### src/rtl/dpf_pkg.sv
// dpf_pkg: types and constants shared by the dedup packet FIFO block.
// Used by dpf_mem, dpf_ctrl and dedup_packet_fifo_with_range_count.
`default_nettype none

package dpf_pkg;

   localparam int SRC_W     = 16;
   localparam int DST_W     = 16;
   localparam int TS_W      = 30;
   localparam int OP_W      = 2;
   localparam int LIMIT_W   = 7;
   localparam int MCOUNT_W  = 7;
   localparam int PADDR_W   = 3;
   localparam int PDATA_W   = 32;

   localparam logic [LIMIT_W-1:0] LIMIT_RESET   = 7'd64;
   localparam logic               REG_IDX_LIMIT = 1'b0;

   localparam logic [OP_W-1:0] OP_ADD   = 2'd0;
   localparam logic [OP_W-1:0] OP_FWD   = 2'd1;
   localparam logic [OP_W-1:0] OP_COUNT = 2'd2;
   localparam logic [OP_W-1:0] OP_NOP   = 2'd3;

   typedef struct packed {
      logic [SRC_W-1:0] source;
      logic [DST_W-1:0] destination;
      logic [TS_W-1:0]  timestamp;
   } entry_type;

   typedef struct packed {
      logic [OP_W-1:0]  opcode;
      entry_type        pkt;
      logic [TS_W-1:0]  start_time;
      logic [TS_W-1:0]  end_time;
   } req_type;

   typedef struct packed {
      logic                accepted;
      logic                packet_valid;
      entry_type           pkt;
      logic [MCOUNT_W-1:0] match_count;
   } rsp_type;

   typedef struct packed {
      logic busy;
      logic res_load;
   } ctrl_sts_type;

   typedef enum logic [1:0] {
      ST_IDLE,
      ST_SCAN,
      ST_FWD,
      ST_FINISH
   } ctrl_state_type;

endpackage

`default_nettype wire

### src/rtl/dpf_mem.sv
// dpf_mem: packet store, one write port and one registered read port.
// Depends on dpf_pkg for the entry type.
`default_nettype none

module dpf_mem #(
   parameter int DEPTH  = 64,
   parameter int ADDR_W = 6
) (
   input  wire                 clock,
   input  wire                 wr_en,
   input  wire [ADDR_W-1:0]    wr_addr,
   input  dpf_pkg::entry_type  wr_data,
   input  wire                 rd_en,
   input  wire [ADDR_W-1:0]    rd_addr,
   output dpf_pkg::entry_type  rd_data
);

   dpf_pkg::entry_type mem [DEPTH];
   dpf_pkg::entry_type rd_data_ff;

   always_ff @(posedge clock) begin
      if (wr_en) begin
         mem[wr_addr] <= wr_data;
      end
   end

   always_ff @(posedge clock) begin
      if (rd_en) begin
         rd_data_ff <= mem[rd_addr];
      end
   end

   assign rd_data = rd_data_ff;

endmodule

`default_nettype wire

### config.mk
export PLATFORM = sky130hd
export DESIGN_NAME = dpf_mem
export DESIGN_NICKNAME = d
export VERILOG_FILES = /design/src/rtl/dpf_pkg.sv /design/src/rtl/dpf_mem.sv
export SDC_FILE = /design/constraint.sdc
export NUM_CORES = 2
export LEC_CHECK = 0
export BUFFER_PORTS_ARGS = -buffer_cell sky130_fd_sc_hd__buf_2
export CAP_MARGIN = 10
export CORE_UTILIZATION = 30
export DETAILED_ROUTE_END_ITERATION = 8
export GPL_ROUTABILITY_DRIVEN = 0
export PLACE_DENSITY = 0.55
export SYNTH_ARGS = -nofsm -noshare
export SYNTH_HDL_FRONTEND = slang
export SYNTH_SLANG_ARGS = --single-unit
### constraint.sdc
create_clock -name clock -period 6.65 [get_ports clock]
set_input_delay 0.3325 -clock clock [delete_from_list [all_inputs] [get_ports clock]]
set_output_delay 0.3325 -clock clock [all_outputs]
set_load 0.05 [all_outputs]
==> metrics <==
R2R depth 4; Synth top area share 0.794; sequential share of the synthesized area 0.794; relative slew slack 0.127; Tot Pwr 52.6 mW; status complete, no violations; cell count after synthesis 6650; Setup Skew 0.0497 ns; Die Width 715 microns; Fin. Hold Viols 0; syn_area_per_cell 22.9 sq um; yosys warns 0; pin count of the biggest net entering global routing 130; DRC 0; Critical R2R Launch mem[55][30]$_DFFE_PP_; critical path class primary input to flop; most common cell in the netlist edfxtp_1; origin of the worst setup path wr_addr[1]; nets@finish 7107; CTS Root Cell clkbuf_16; vias in the first global route 75300; final period utilization 0.492; initial antenna violation count 54; FP Rows 261; GRT Residual Overflow 0; Post CTS Setup Buffer Count 0; Sw Ratio 0.218; die area 511000 sq um; TNS Setup 0 ns; switching pwr 11.5 mW; Clk pwr share 0.413; Final setup viols 0; ranking of synthesized cells by area edfxtp_1 79%, mux4_2 13%, mux2i_1 1.5%; Hold Crit Depth 2; PD cells 301 nW/um^2; Layout area overhead 14.6%; Main synth FF type edfxtp_1; fin. max-slew vios 0; slew at the pin closest to its max-slew limit 1.31 ns; crit path launch type primary input; DR WL/cell 31.0 microns; antenna-violating nets left 0; total clock buffers created by CTS 400; LEAKAGE 53.2 nW; Worst-Skew Late Latency 1.02 ns; CTS tree built; VDD IR max 0.219 mV; Initial Util 0.301; Post-Route WL 436000 microns; Comb power frac 0.048; wire length of the first global-routing pass 605000 microns; min-delay src wr_data[23]; worst hold margin 0.0810 ns; post-route minimum period 3.27 ns; Distinct cells, synth 48; Max Fclk 306 MHz; IO Pins 139; clock transition at the registers of the reported paths 0.06 ns; Power Internal 41.1 mW; routed vias 74400; Mapped Area 152000 sq um; drt pass-1 iters 6; Hold WC Path Type primary input to flop; Post-Place Worst Slack 2.75 ns; clock sink total 4030; Die Y 715 microns; I/O Buffers 138; vias per inst 5.29; Post-synth EDFFs 4030; critical path endpoint category flop; Clock Path Buffers 4; Setup WS post-layout 3.38 ns; RSZ-0062 raised after global routing false; CP arrival 3.87 ns; Fillers 46700; Syn Nets 6727; hpwl dp 238000 microns; Seq pwr share 0.539; Total GRT Usage 0.167; most instantiated cells after synthesis 4030 x edfxtp_1, 855 x mux4_2, 241 x o22ai_1; layout cells sized above 1 0.261; H-tree depth 5; WP data required 7.25 ns; Initial DRC Count 8958; Core ar. 506000 sq um; CP max FO 28; number of synthesized register bits 4030; Async S/R FF share, synth 0; largest area contributor in the netlist edfxtp_1; MaxCap Viol Count 0
[worst max-delay path, cell delays in order]
cell	delay, ns
dlygate4sd3_1	0.52
buf_2	0.27
nor2b_1	0.25
nand3_1	0.66
nor2_4	1.05
buf_4	0.69
[area by class of cell]
| type | count | area, sq um | area share |
|---|---|---|---|
| Tap cell | 6706 | 8390 | 0.0480 |
| Clock inverter | 238 | 1940 | 0.0111 |
| Clock buffer | 484 | 10400 | 0.0596 |
| Multi-Input combinational cell | 2235 | 29900 | 0.171 |
| Sequential cell | 4030 | 121000 | 0.693 |
| Antenna cell | 16 | 40.0 | 0.000229 |
| Timing Repair Buffer | 363 | 2990 | 0.0171 |
[final timing paths]
kind                      endpoint  slack (ns)
max          mem[19][17]$_DFFE_PP_        3.38
min          mem[53][23]$_DFFE_PP_        0.08
max reg2reg  rd_data[30]$_DFFE_PP_        4.48
min reg2reg   rd_data[9]$_DFFE_PP_        0.85
[placed cells by master (no fill, tap or decap), drive strengths merged, types with 16 or more instances in the layout]
| cell | Yosys | final |
|---|---|---|
| a211oi | 29 | 29 |
| a21oi | 32 | 32 |
| a221oi | 33 | 33 |
| a22o | 32 | 32 |
| a22oi | 95 | 95 |
| buf | 246 | 352 |
| bufinv | 0 | 23 |
| clkbuf | 139 | 484 |
| clkinv | 0 | 195 |
| diode | 0 | 16 |
| edfxtp | 4030 | 4030 |
| mux2 | 98 | 98 |
| mux2i | 234 | 234 |
| mux4 | 855 | 855 |
| nand2 | 46 | 46 |
| nand3 | 49 | 49 |
| nor2 | 104 | 104 |
| nor2b | 60 | 60 |
| nor3 | 31 | 31 |
| nor4 | 33 | 33 |
| o21ai | 79 | 79 |
| o221ai | 64 | 64 |
| o22a | 18 | 18 |
| o22ai | 241 | 241 |
[power groups by stage]
| stage | clock network (mW) | registers, mW | logic [mW] |
|---|---|---|---|
| 6_report | 21.7 | 28.3 | 2.54 |
| 2_1_floorplan | 0 | 28.9 | 1.33 |
| 3_3_place_gp | 0 | 28.8 | 2.52 |
| 4_1_cts | 22.1 | 28.3 | 2.57 |
| 3_5_place_dp | 0 | 28.8 | 2.56 |
| 5_1_grt | 23.0 | 28.3 | 2.69 |
[sequential cells by signal (all words and copies together) (netlist names)]
name,count
mem,3968
rd_data,62
[kinds of logic (layout without fill, tap and decap cells)]
group           count (synthesis)  in the layout  share of synthesized area
flops                        4030           4030                      0.794
mux                          1187           1187                      0.149
compound gates                672            672                     0.0309
buf+inv                       385           1085                     0.0135
simple gates                  376            376                     0.0125
other cells                     0             16                          0
[per-stage QoR]
step | instance area, sq um | utilization | instances
CTS | 174000 | 0.345 | 14000
global route | 175000 | 0.346 | 14100
global placement | 162000 | 0.321 | 13300
finish | 175000 | 0.346 | 14100
detailed placement | 162000 | 0.321 | 13300
floorplan | 152000 | - | 6650
[timing repair]
action                    in CTS  in global routing
hold endpoints to repair      59                182
resized for setup              0                  0
hold buffers                   5                  6
[layer usage]
layer,track usage,vias up,wire length [microns]
met2,0.268,3343,206000
met4,0.0485,8,13900
met5,0,-,55
met3,0.0231,663,31800
met1,0.237,41000,184000
li1,-,29400,-
No activity file was read; power rests on OpenSTA's default activity.
