## config.mk

```make
export PLATFORM = sky130hd
export DESIGN_NAME = dpf_ctrl
export DESIGN_NICKNAME = d
export VERILOG_FILES = /design/src/rtl/dpf_pkg.sv /design/src/rtl/dpf_ctrl.sv
export SDC_FILE = /design/constraint.sdc
export NUM_CORES = 1
export LEC_CHECK = 0
export BUFFER_PORTS_ARGS = -buffer_cell sky130_fd_sc_hd__buf_2
export CAP_MARGIN = 10
export CELL_PAD_IN_SITES_DETAIL_PLACEMENT = 1
export CELL_PAD_IN_SITES_GLOBAL_PLACEMENT = 1
export CORE_ASPECT_RATIO = 1.4
export CORE_UTILIZATION = 38
export CTS_BUF_LIST = sky130_fd_sc_hd__clkbuf_16
export DETAILED_ROUTE_END_ITERATION = 8
export PLACE_DENSITY = 0.86
export SLEW_MARGIN = 20
export SYNTH_ARGS = -nofsm -noshare
export SYNTH_HDL_FRONTEND = slang
export SYNTH_SLANG_ARGS = --single-unit
export TNS_END_PERCENT = 50
```

## constraint.sdc

```tcl
create_clock -name clock -period 6.4 [get_ports clock]
set_clock_uncertainty 0.05 [all_clocks]
set_input_delay 1.28 -clock clock [delete_from_list [all_inputs] [get_ports clock]]
set_output_delay 1.28 -clock clock [all_outputs]
set_load 0.01 [all_outputs]
```

## src/rtl/dpf_pkg.sv

```systemverilog
// dpf_pkg: types and constants shared by the dedup packet FIFO block.
// Used by dpf_mem, dpf_ctrl and dedup_packet_fifo_with_range_count.
`default_nettype none

package dpf_pkg;

   localparam int SRC_W     = 16;
   localparam int DST_W     = 16;
   localparam int TS_W      = 30;
   localparam int OP_W      = 2;
   localparam int LIMIT_W   = 7;
   localparam int MCOUNT_W  = 7;
   localparam int PADDR_W   = 3;
   localparam int PDATA_W   = 32;

   localparam logic [LIMIT_W-1:0] LIMIT_RESET   = 7'd64;
   localparam logic               REG_IDX_LIMIT = 1'b0;

   localparam logic [OP_W-1:0] OP_ADD   = 2'd0;
   localparam logic [OP_W-1:0] OP_FWD   = 2'd1;
   localparam logic [OP_W-1:0] OP_COUNT = 2'd2;
   localparam logic [OP_W-1:0] OP_NOP   = 2'd3;

   typedef struct packed {
      logic [SRC_W-1:0] source;
      logic [DST_W-1:0] destination;
      logic [TS_W-1:0]  timestamp;
   } entry_type;

   typedef struct packed {
      logic [OP_W-1:0]  opcode;
      entry_type        pkt;
      logic [TS_W-1:0]  start_time;
      logic [TS_W-1:0]  end_time;
   } req_type;

   typedef struct packed {
      logic                accepted;
      logic                packet_valid;
      entry_type           pkt;
      logic [MCOUNT_W-1:0] match_count;
   } rsp_type;

   typedef struct packed {
      logic busy;
      logic res_load;
   } ctrl_sts_type;

   typedef enum logic [1:0] {
      ST_IDLE,
      ST_SCAN,
      ST_FWD,
      ST_FINISH
   } ctrl_state_type;

endpackage

`default_nettype wire

```

## src/rtl/dpf_ctrl.sv

```systemverilog
// dpf_ctrl: request sequencer; scans the store for duplicate and count,
// pops for forward, and owns head pointer and fill count. Uses dpf_pkg.
`default_nettype none

module dpf_ctrl #(
   parameter int DEPTH = 64,
   parameter int PTR_W = 6,
   parameter int CNT_W = 7
) (
   input  wire                          clock,
   input  wire                          reset,
   input  wire                          req_valid,
   input  dpf_pkg::req_type             req,
   input  wire [dpf_pkg::LIMIT_W-1:0]   limit,
   input  wire                          out_free,
   output dpf_pkg::ctrl_sts_type        sts,
   output dpf_pkg::rsp_type             res,
   output logic                         mem_wr_en,
   output logic [PTR_W-1:0]             mem_wr_addr,
   output dpf_pkg::entry_type           mem_wr_data,
   output logic                         mem_rd_en,
   output logic [PTR_W-1:0]             mem_rd_addr,
   input  dpf_pkg::entry_type           mem_rd_data
);

   localparam int LIM_W = (CNT_W > dpf_pkg::LIMIT_W) ? CNT_W : dpf_pkg::LIMIT_W;
   localparam int SUM_W = CNT_W + 1;

   dpf_pkg::ctrl_state_type state_ff, state_in;

   logic [PTR_W-1:0]              head_ff, head_in;
   logic [CNT_W-1:0]              fill_ff, fill_in;
   logic                          cmp_vld_ff;
   logic [CNT_W-1:0]              idx_ff;
   logic [PTR_W-1:0]              ptr_ff;
   logic                          dup_ff;
   logic [dpf_pkg::MCOUNT_W-1:0]  cnt_ff;
   dpf_pkg::req_type              req_ff;

   logic                 accept;
   logic                 issue;
   logic                 finish;
   logic                 dup_hit;
   logic                 cnt_hit;
   logic                 full;
   logic [LIM_W-1:0]     eff_limit;
   logic [SUM_W-1:0]     tail_sum;
   logic [PTR_W-1:0]     head_next;
   logic [PTR_W-1:0]     ptr_next;

   assign accept = req_valid && (state_ff == dpf_pkg::ST_IDLE);
   assign issue  = (state_ff == dpf_pkg::ST_SCAN) && (idx_ff != fill_ff);
   assign finish = (state_ff == dpf_pkg::ST_FINISH) && out_free;

   assign dup_hit = (mem_rd_data == req_ff.pkt);
   assign cnt_hit = (mem_rd_data.destination == req_ff.pkt.destination) &&
                    (mem_rd_data.timestamp >= req_ff.start_time) &&
                    (mem_rd_data.timestamp <= req_ff.end_time);

   always_comb begin
      eff_limit = LIM_W'(limit);
      if (eff_limit == '0) begin
         eff_limit = LIM_W'(1);
      end else if (eff_limit > LIM_W'(DEPTH)) begin
         eff_limit = LIM_W'(DEPTH);
      end
   end

   assign full = (LIM_W'(fill_ff) >= eff_limit);

   always_comb begin
      tail_sum = SUM_W'(head_ff) + SUM_W'(fill_ff);
      if (tail_sum >= SUM_W'(DEPTH)) begin
         tail_sum = tail_sum - SUM_W'(DEPTH);
      end
   end

   assign head_next = (head_ff == PTR_W'(DEPTH - 1)) ? '0 : head_ff + PTR_W'(1);
   assign ptr_next  = (ptr_ff == PTR_W'(DEPTH - 1)) ? '0 : ptr_ff + PTR_W'(1);

   // next state
   always_comb begin
      state_in = state_ff;
      unique case (state_ff)
         dpf_pkg::ST_IDLE: begin
            if (req_valid) begin
               unique case (req.opcode)
                  dpf_pkg::OP_ADD, dpf_pkg::OP_COUNT: state_in = dpf_pkg::ST_SCAN;
                  dpf_pkg::OP_FWD:                    state_in = dpf_pkg::ST_FWD;
                  default:                            state_in = dpf_pkg::ST_FINISH;
               endcase
            end
         end
         dpf_pkg::ST_SCAN: begin
            if ((idx_ff == fill_ff) && !cmp_vld_ff) begin
               state_in = dpf_pkg::ST_FINISH;
            end
         end
         dpf_pkg::ST_FWD: begin
            state_in = dpf_pkg::ST_FINISH;
         end
         dpf_pkg::ST_FINISH: begin
            if (out_free) begin
               state_in = dpf_pkg::ST_IDLE;
            end
         end
      endcase
   end

   // outputs and pointer updates
   always_comb begin
      mem_rd_en   = issue || (state_ff == dpf_pkg::ST_FWD);
      mem_rd_addr = (state_ff == dpf_pkg::ST_FWD) ? head_ff : ptr_ff;
      mem_wr_en   = finish && (req_ff.opcode == dpf_pkg::OP_ADD) && !dup_ff;
      mem_wr_addr = tail_sum[PTR_W-1:0];
      mem_wr_data = req_ff.pkt;

      res      = '0;
      head_in  = head_ff;
      fill_in  = fill_ff;
      if (finish) begin
         unique case (req_ff.opcode)
            dpf_pkg::OP_ADD: begin
               res.accepted = !dup_ff;
               if (!dup_ff) begin
                  // write slot is head + fill either way; eviction only moves head
                  if (full) begin
                     head_in = head_next;
                  end else begin
                     fill_in = fill_ff + CNT_W'(1);
                  end
               end
            end
            dpf_pkg::OP_FWD: begin
               if (fill_ff != '0) begin
                  res.packet_valid = 1'b1;
                  res.pkt          = mem_rd_data;
                  head_in          = head_next;
                  fill_in          = fill_ff - CNT_W'(1);
               end
            end
            dpf_pkg::OP_COUNT: begin
               res.match_count = cnt_ff;
            end
            default: begin
               res = '0;
            end
         endcase
      end

      sts.busy     = (state_ff != dpf_pkg::ST_IDLE);
      sts.res_load = finish;
   end

   always_ff @(posedge clock) begin
      if (reset) begin
         state_ff   <= dpf_pkg::ST_IDLE;
         head_ff    <= '0;
         fill_ff    <= '0;
         cmp_vld_ff <= 1'b0;
      end else begin
         state_ff   <= state_in;
         head_ff    <= head_in;
         fill_ff    <= fill_in;
         cmp_vld_ff <= issue;
      end
   end

   always_ff @(posedge clock) begin
      if (accept) begin
         req_ff <= req;
         idx_ff <= '0;
         ptr_ff <= head_ff;
         dup_ff <= 1'b0;
         cnt_ff <= '0;
      end else begin
         if (issue) begin
            idx_ff <= idx_ff + CNT_W'(1);
            ptr_ff <= ptr_next;
         end
         if (cmp_vld_ff) begin
            if (dup_hit) begin
               dup_ff <= 1'b1;
            end
            if (cnt_hit) begin
               cnt_ff <= cnt_ff + dpf_pkg::MCOUNT_W'(1);
            end
         end
      end
   end

endmodule

`default_nettype wire

```

==> results of run 1 <==
==> worst max-delay path: cells and delay by family <==
kind,cells,cell delay [ns]
and+or+nand+nor,2,0.32
AOI/OAI and AO/OA,1,0.82
buffers and inverters,3,0.68
==> metrics by stage <==
step                total power [uW]  setup WS (ns)  utilization, %  cell area [um2]
global placement                2440           1.98            45.7            11000
detailed placement              2510           1.87            45.7            11000
global route                    3760           1.74            48.3            11700
finish                          3580           1.91            48.3            11700
CTS                             3620           1.85            48.3            11700
floorplan                       2220          0.770               -             9410
==> final timing paths <==
path / end / cells after the start / start
setup reg to reg: head_ff[3]$_SDFFE_PP0P_ / 8 / req_ff[123]$_DFFE_PP_
hold / removal: cnt_ff[6]$_SDFFE_PP0P_ / 2 / cnt_ff[6]$_SDFFE_PP0P_
hold reg to reg: cnt_ff[6]$_SDFFE_PP0P_ / 2 / cnt_ff[6]$_SDFFE_PP0P_
setup / recovery: res[8] / 6 / out_free
==> kinds of logic (layout without fill, tap and decap cells) <==
kind of cell | count (synthesis) | after routing | share of synthesized area, %
other | 0 | 2 | 0
adder cells (fa/ha/maj) | 88 | 88 | 11.9
multiplexers | 12 | 12 | 1.36
flip-flops | 161 | 161 | 48.1
AND/OR/NAND/NOR | 236 | 236 | 13.8
AO/OA/AOI/OAI | 119 | 119 | 7.91
buffers and inverters | 163 | 466 | 9.09
XOR/XNOR | 85 | 85 | 7.91
==> power by group through the flow <==
stage | combinational [uW] | clock [uW] | sequential, uW
finish | 952 | 1090 | 1540
global route | 1050 | 1140 | 1560
CTS | 968 | 1110 | 1540
detailed placement | 952 | 0 | 1560
global placement | 898 | 0 | 1550
floorplan | 671 | 0 | 1540
==> metal layers <==
| layer | track usage [%] | wire length (um) |
|---|---|---|
| met1 | 24.9 | 10800 |
| met2 | 48.0 | 17200 |
| met3 | 4.39 | 1720 |
| met4 | 11.1 | 956 |
| met5 | 0 | 13 |
==> Yosys cell counts, drive strengths merged (5+ instances only) <==
library cell	number	area, um2
a21o	9	67.6
a21oi	50	250
and2	71	445
buf	65	488
clkbuf	12	45.0
dfxtp	31	621
edfxtp	130	3900
ha	86	1080
inv	86	323
mux2	6	67.6
mux2i	6	60.1
nand2	43	161
nand2b	7	43.8
nand3	18	90.1
nand4	17	119
nor2	35	131
nor4	18	113
o21a	5	37.5
o21ai	23	115
o31ai	6	45.0
or4	10	80.1
xnor2	31	272
xor2	54	473
==> flip-flops by register name, summed over array words and instances (netlist names) <==
| name | cells |
|---|---|
| head_ff | 6 |
| idx_ff | 7 |
| state_ff | 2 |
| fill_ff | 7 |
| req_ff | 62 |
| cnt_ff | 7 |
| cmp_vld_ff | 1 |
| ptr_ff | 6 |
| dup_ff | 1 |
| mem_wr_data | 62 |
==> area by class of cell <==
cell class                      count  area, um2  share of cell area [%]
Timing Repair Buffer              348       1750                    15.0
Tap cell                          310        388                    3.33
Clock inverter                     15        193                    1.65
Antenna cell                        2       5.00                  0.0429
Sequential cell                   161       4520                    38.8
Multi-Input combinational cell    540       4040                    34.7
Inverter                           86        328                    2.81
Clock buffer                       17        425                    3.65
==> metrics, run 1 <==
status finished, final reports clean; Synth cell types 61; max_slew headroom 31.6%; Internal Power 2430 uW; most common cell after layout, fill and taps aside buf_2; quantity of I/O buffers inserted on ports 345; Worst-Margin Slew 1.02 ns; Die Y about 190 um; Final nets 1439; most frequent CP cell buf_2; post-CTS sizing 0; die area between 20000 and 30000 um2; DRC violations left 0; Hold Path Class flip-flop to flip-flop; switching power 1150 uW; critical path data required time 5.07 ns; average wire per standard cell a little over 20 um; synthesized instance count 864; layout cells sized above 1 about 34%; gr ovfl total 0; routability cong. 0.873; max incr delay on CP 0.82 ns; Clock power frac between 30% and 40%; pin count of the biggest net entering global routing 97; final wirelength 30.8 mm; vias 7623; worst-skew pair later-pin latency 0.44 ns; fillcell total 2779; Die W 135 um; largest buffer count on any clock path 2; placed cells 1445; crit start category primary input; post-synthesis register bit count 161; DRT antenna net count 0; Final Critical Period 4.49 ns; Layout area overhead 23.9%; Worst setup EP type primary output; TNS Setup 0 ns; main flop type after synthesis edfxtp_1; drt initial violations 270; hold_ws around 0.44 ns; sequential share of power 43.0%; Row Count 67; hold_buf cts 0; # IOs 346; Finish-stage setup viols 0; kind of critical path primary input to primary output; final hold viol count 0; Worst-path clk slew 0.06 ns; Max Fclk 223 MHz; RSZ-0062 raised after global routing false; post-route insts no fill 1479; P_leak between 0.005 and 0.006 uW; r2r setup slk 2.66 ns; antenna violations before repair 3; number of global-route vias before repair 8243; Synth Warn # 0; postcts setup bufs 0; synthesized cell area between 9000 and 10000 um2; first-pass GRT wire length 46.1 mm; CTS Buf Count 17; sequential share of the synthesized area approximately half; number of flops mapped to enable cells by yosys 130; P per Cell Area approximately 300 nW/um2; maximum VDD drop 0.192 mV; number of max-cap violations 0; Avg Inst Size Synth 10.9 um2; CTS tree built; clock sink total 161; Core Footprint 24100 um2; syn nets 1149; maximum fanout along the worst path 36; drt first pass iters 4; combinational share of power 26.6%; H-tree levels 4; dpl hpwl around 24 mm; Final Cycle Share between 70% and 80%; Root Buffer clkbuf_16; switching share of power between 30% and 40%; Final Max Slew Viols 0; crit path cell chain buf_2 -> nand2_1 -> a211oi_4 -> buf_4 -> and2_1 -> buf_2; crit path DAT 3.16 ns; async set-or-reset flop fraction in the synthesized netlist 0%; slowest library cell on the worst path a211oi_4; most frequent cells in the layout 345 x buf_2, 130 x edfxtp_1, 86 x ha_1; Via density between 5 and 6; Initial Util 39.0%; GRT Total Usage between 20% and 30%
No activity file was read; power rests on OpenSTA's default activity.
==> inputs of run 2 (changes only) <==
- CORE_UTILIZATION: 38 -> 34
- PLACE_DENSITY: 0.86 -> 0.82
- clock period: 6.4 -> 4.1 ns (I/O delays scaled with it)
==> run 2 against run 1 <==
  * Non-clock buffer count increased by 3
  * Combinational power increased by 59%
  * Register-to-register slack got worse by 1.6 ns
  * Die area increased by 12%
  * Total power increased by 57%
  * Count of clock-buffer cells in the layout unchanged
  * Wire length increased by 1.2%
  * Flip-flop and latch count unchanged
  * Global-route usage decreased by 2.8 points
  * Critical endpoint is now res[9]
  * Largest power group unchanged
==> metrics, run 2 (same netlist as run 1, synthesis figures left out) <==
status finished, final reports clean; drt initial violations 225; Die Y around 200 um; vias between 7k and 8k; final wirelength 31.1 mm; worst r2r src state_ff[0]$_SDFFE_PP0P_; worst-skew pair later-pin latency 0.43 ns; Layout area overhead 25.0%; clock sink total ~160; Row Count 71; DRC violations left 0; TNS Setup 0 ns; maximum VDD drop 0.264 mV; Worst-path clk slew 0.07 ns; layout cells sized above 1 roughly a third; hold_sp cnt_ff[6]$_SDFFE_PP0P_; GRT Total Usage 21.8%; number of global-route vias before repair 8080; # IOs 346; DRT antenna net count 0; Finish-stage setup viols 0; critical path data required time 3.23 ns; Final Cycle Share between 70% and 80%; dpl hpwl 25.6 mm; postcts setup bufs 0; crit path cell chain nand2b_1 -> a211oi_4 -> buf_4 -> and2_1 -> buf_2; CTS Buf Count 17; die area 28400 um2; Worst R2R End head_ff[3]$_SDFFE_PP0P_; placed cells about 1.5k; Initial Util 34.8%; hold_buf cts 0; Hold Path Depth 2; first-pass GRT wire length 45.2 mm; Root Buffer clkbuf_16; Endpoint, Worst Hold cnt_ff[6]$_SDFFE_PP0P_; RSZ-0062 raised after global routing false; Worst setup EP type primary output; r2r setup slk between 1 and 1.5 ns; average wire per standard cell 20.2 um; Via density ~4.9; post-route insts no fill 1540; most frequent cells in the layout 345 x buf_2, 130 x edfxtp_1, 87 x inv_1; final hold viol count 0; max incr delay on CP 0.44 ns; CTS tree built; Core Footprint 27000 um2; P per Cell Area 476 nW/um2; crit start category flip-flop; quantity of I/O buffers inserted on ports 345; Worst-Margin Slew just over 0.7 ns; max_slew headroom between 50% and 60%; maximum fanout along the worst path 32; Final Critical Period 3.22 ns; pin count of the biggest net entering global routing between 60 and 70; most common cell after layout, fill and taps aside buf_2; crit path DAT between 2 and 2.5 ns; P_leak 0.00547 uW; Register Area 4520 um2; fillcell total approximately 3.2k; Hold Path Class flip-flop to flip-flop; post-CTS sizing 0; pre-CTS setup slack 0.559 ns; largest buffer count on any clock path 2; Final nets 1442; Max Fclk 311 MHz; Die W around 140 um; area of the multi-input gates ~4000 um2; gr ovfl total 0; drt first pass iters 4; fin worst setup slack slightly below 0.9 ns; antenna violations before repair 8; slowest library cell on the worst path edfxtp_1; Final Max Slew Viols 0; routability cong. about 0.9; number of max-cap violations 0; R2R depth 8; kind of critical path flip-flop to primary output; H-tree levels 4
run 2: critical path, delay by kind of cell, from the launching register on:
kind / cells / cell delay (ns)
AO/OA/AOI/OAI: 1 / 0.36
buffers and inverters: 2 / 0.54
AND/OR/NAND/NOR: 2 / 0.55
flip-flops: 1 / 0.44
run 2: final cells by class:
cell class | instances | share of cell area [%]
Sequential cell | 161 | 38.4
Multi-Input combinational cell | 540 | 34.4
Timing Repair Buffer | 351 | 15.2
Tap cell | 365 | 3.88
Clock buffer | 17 | 3.61
Inverter | 86 | 2.79
Clock inverter | 14 | 1.63
Antenna cell | 6 | 0.128
run 2: routing by layer:
layer | track usage [%] | share of wire (%)
met1 | 21.8 | 36
met4 | 10.5 | 3.6
met3 | 6.36 | 6.6
met5 | 0 | 0.14
met2 | 40.9 | 54
run 2: how the worst max path moves through the flow:
stage                     cells past startpoint                       end             startpoint
after floorplan                               3  mem_wr_data[0]$_DFFE_PP_              req_valid
after global placement                        9    cnt_ff[6]$_SDFFE_PP0P_        mem_rd_data[13]
after detailed placement                      9    cnt_ff[6]$_SDFFE_PP0P_        mem_rd_data[13]
after CTS                                     5                   res[56]  req_ff[123]$_DFFE_PP_
after global routing                          5                   res[56]  req_ff[123]$_DFFE_PP_
final                                         5                    res[9]  req_ff[123]$_DFFE_PP_
run 2: stage by stage:
stage / hold WS [ns] / instance area [um2] / util [%] / total power (uW)
global route: 0.475 / 11800 / 43.6 / 5890
detailed placement: 0.428 / 11100 / 41.2 / 3960
floorplan: 0.397 / 9410 / - / 3430
global placement: 0.424 / 11100 / 41.2 / 3880
finish: 0.437 / 11800 / 43.6 / 5600
CTS: 0.442 / 11800 / 43.5 / 5680
run 2: report_power, final:
group	total [uW]	switching (uW)	leakage, uW	internal [uW]
clock network	1690	676	0.000302	1020
logic	1510	922	0.00369	585
registers	2400	205	0.00148	2200
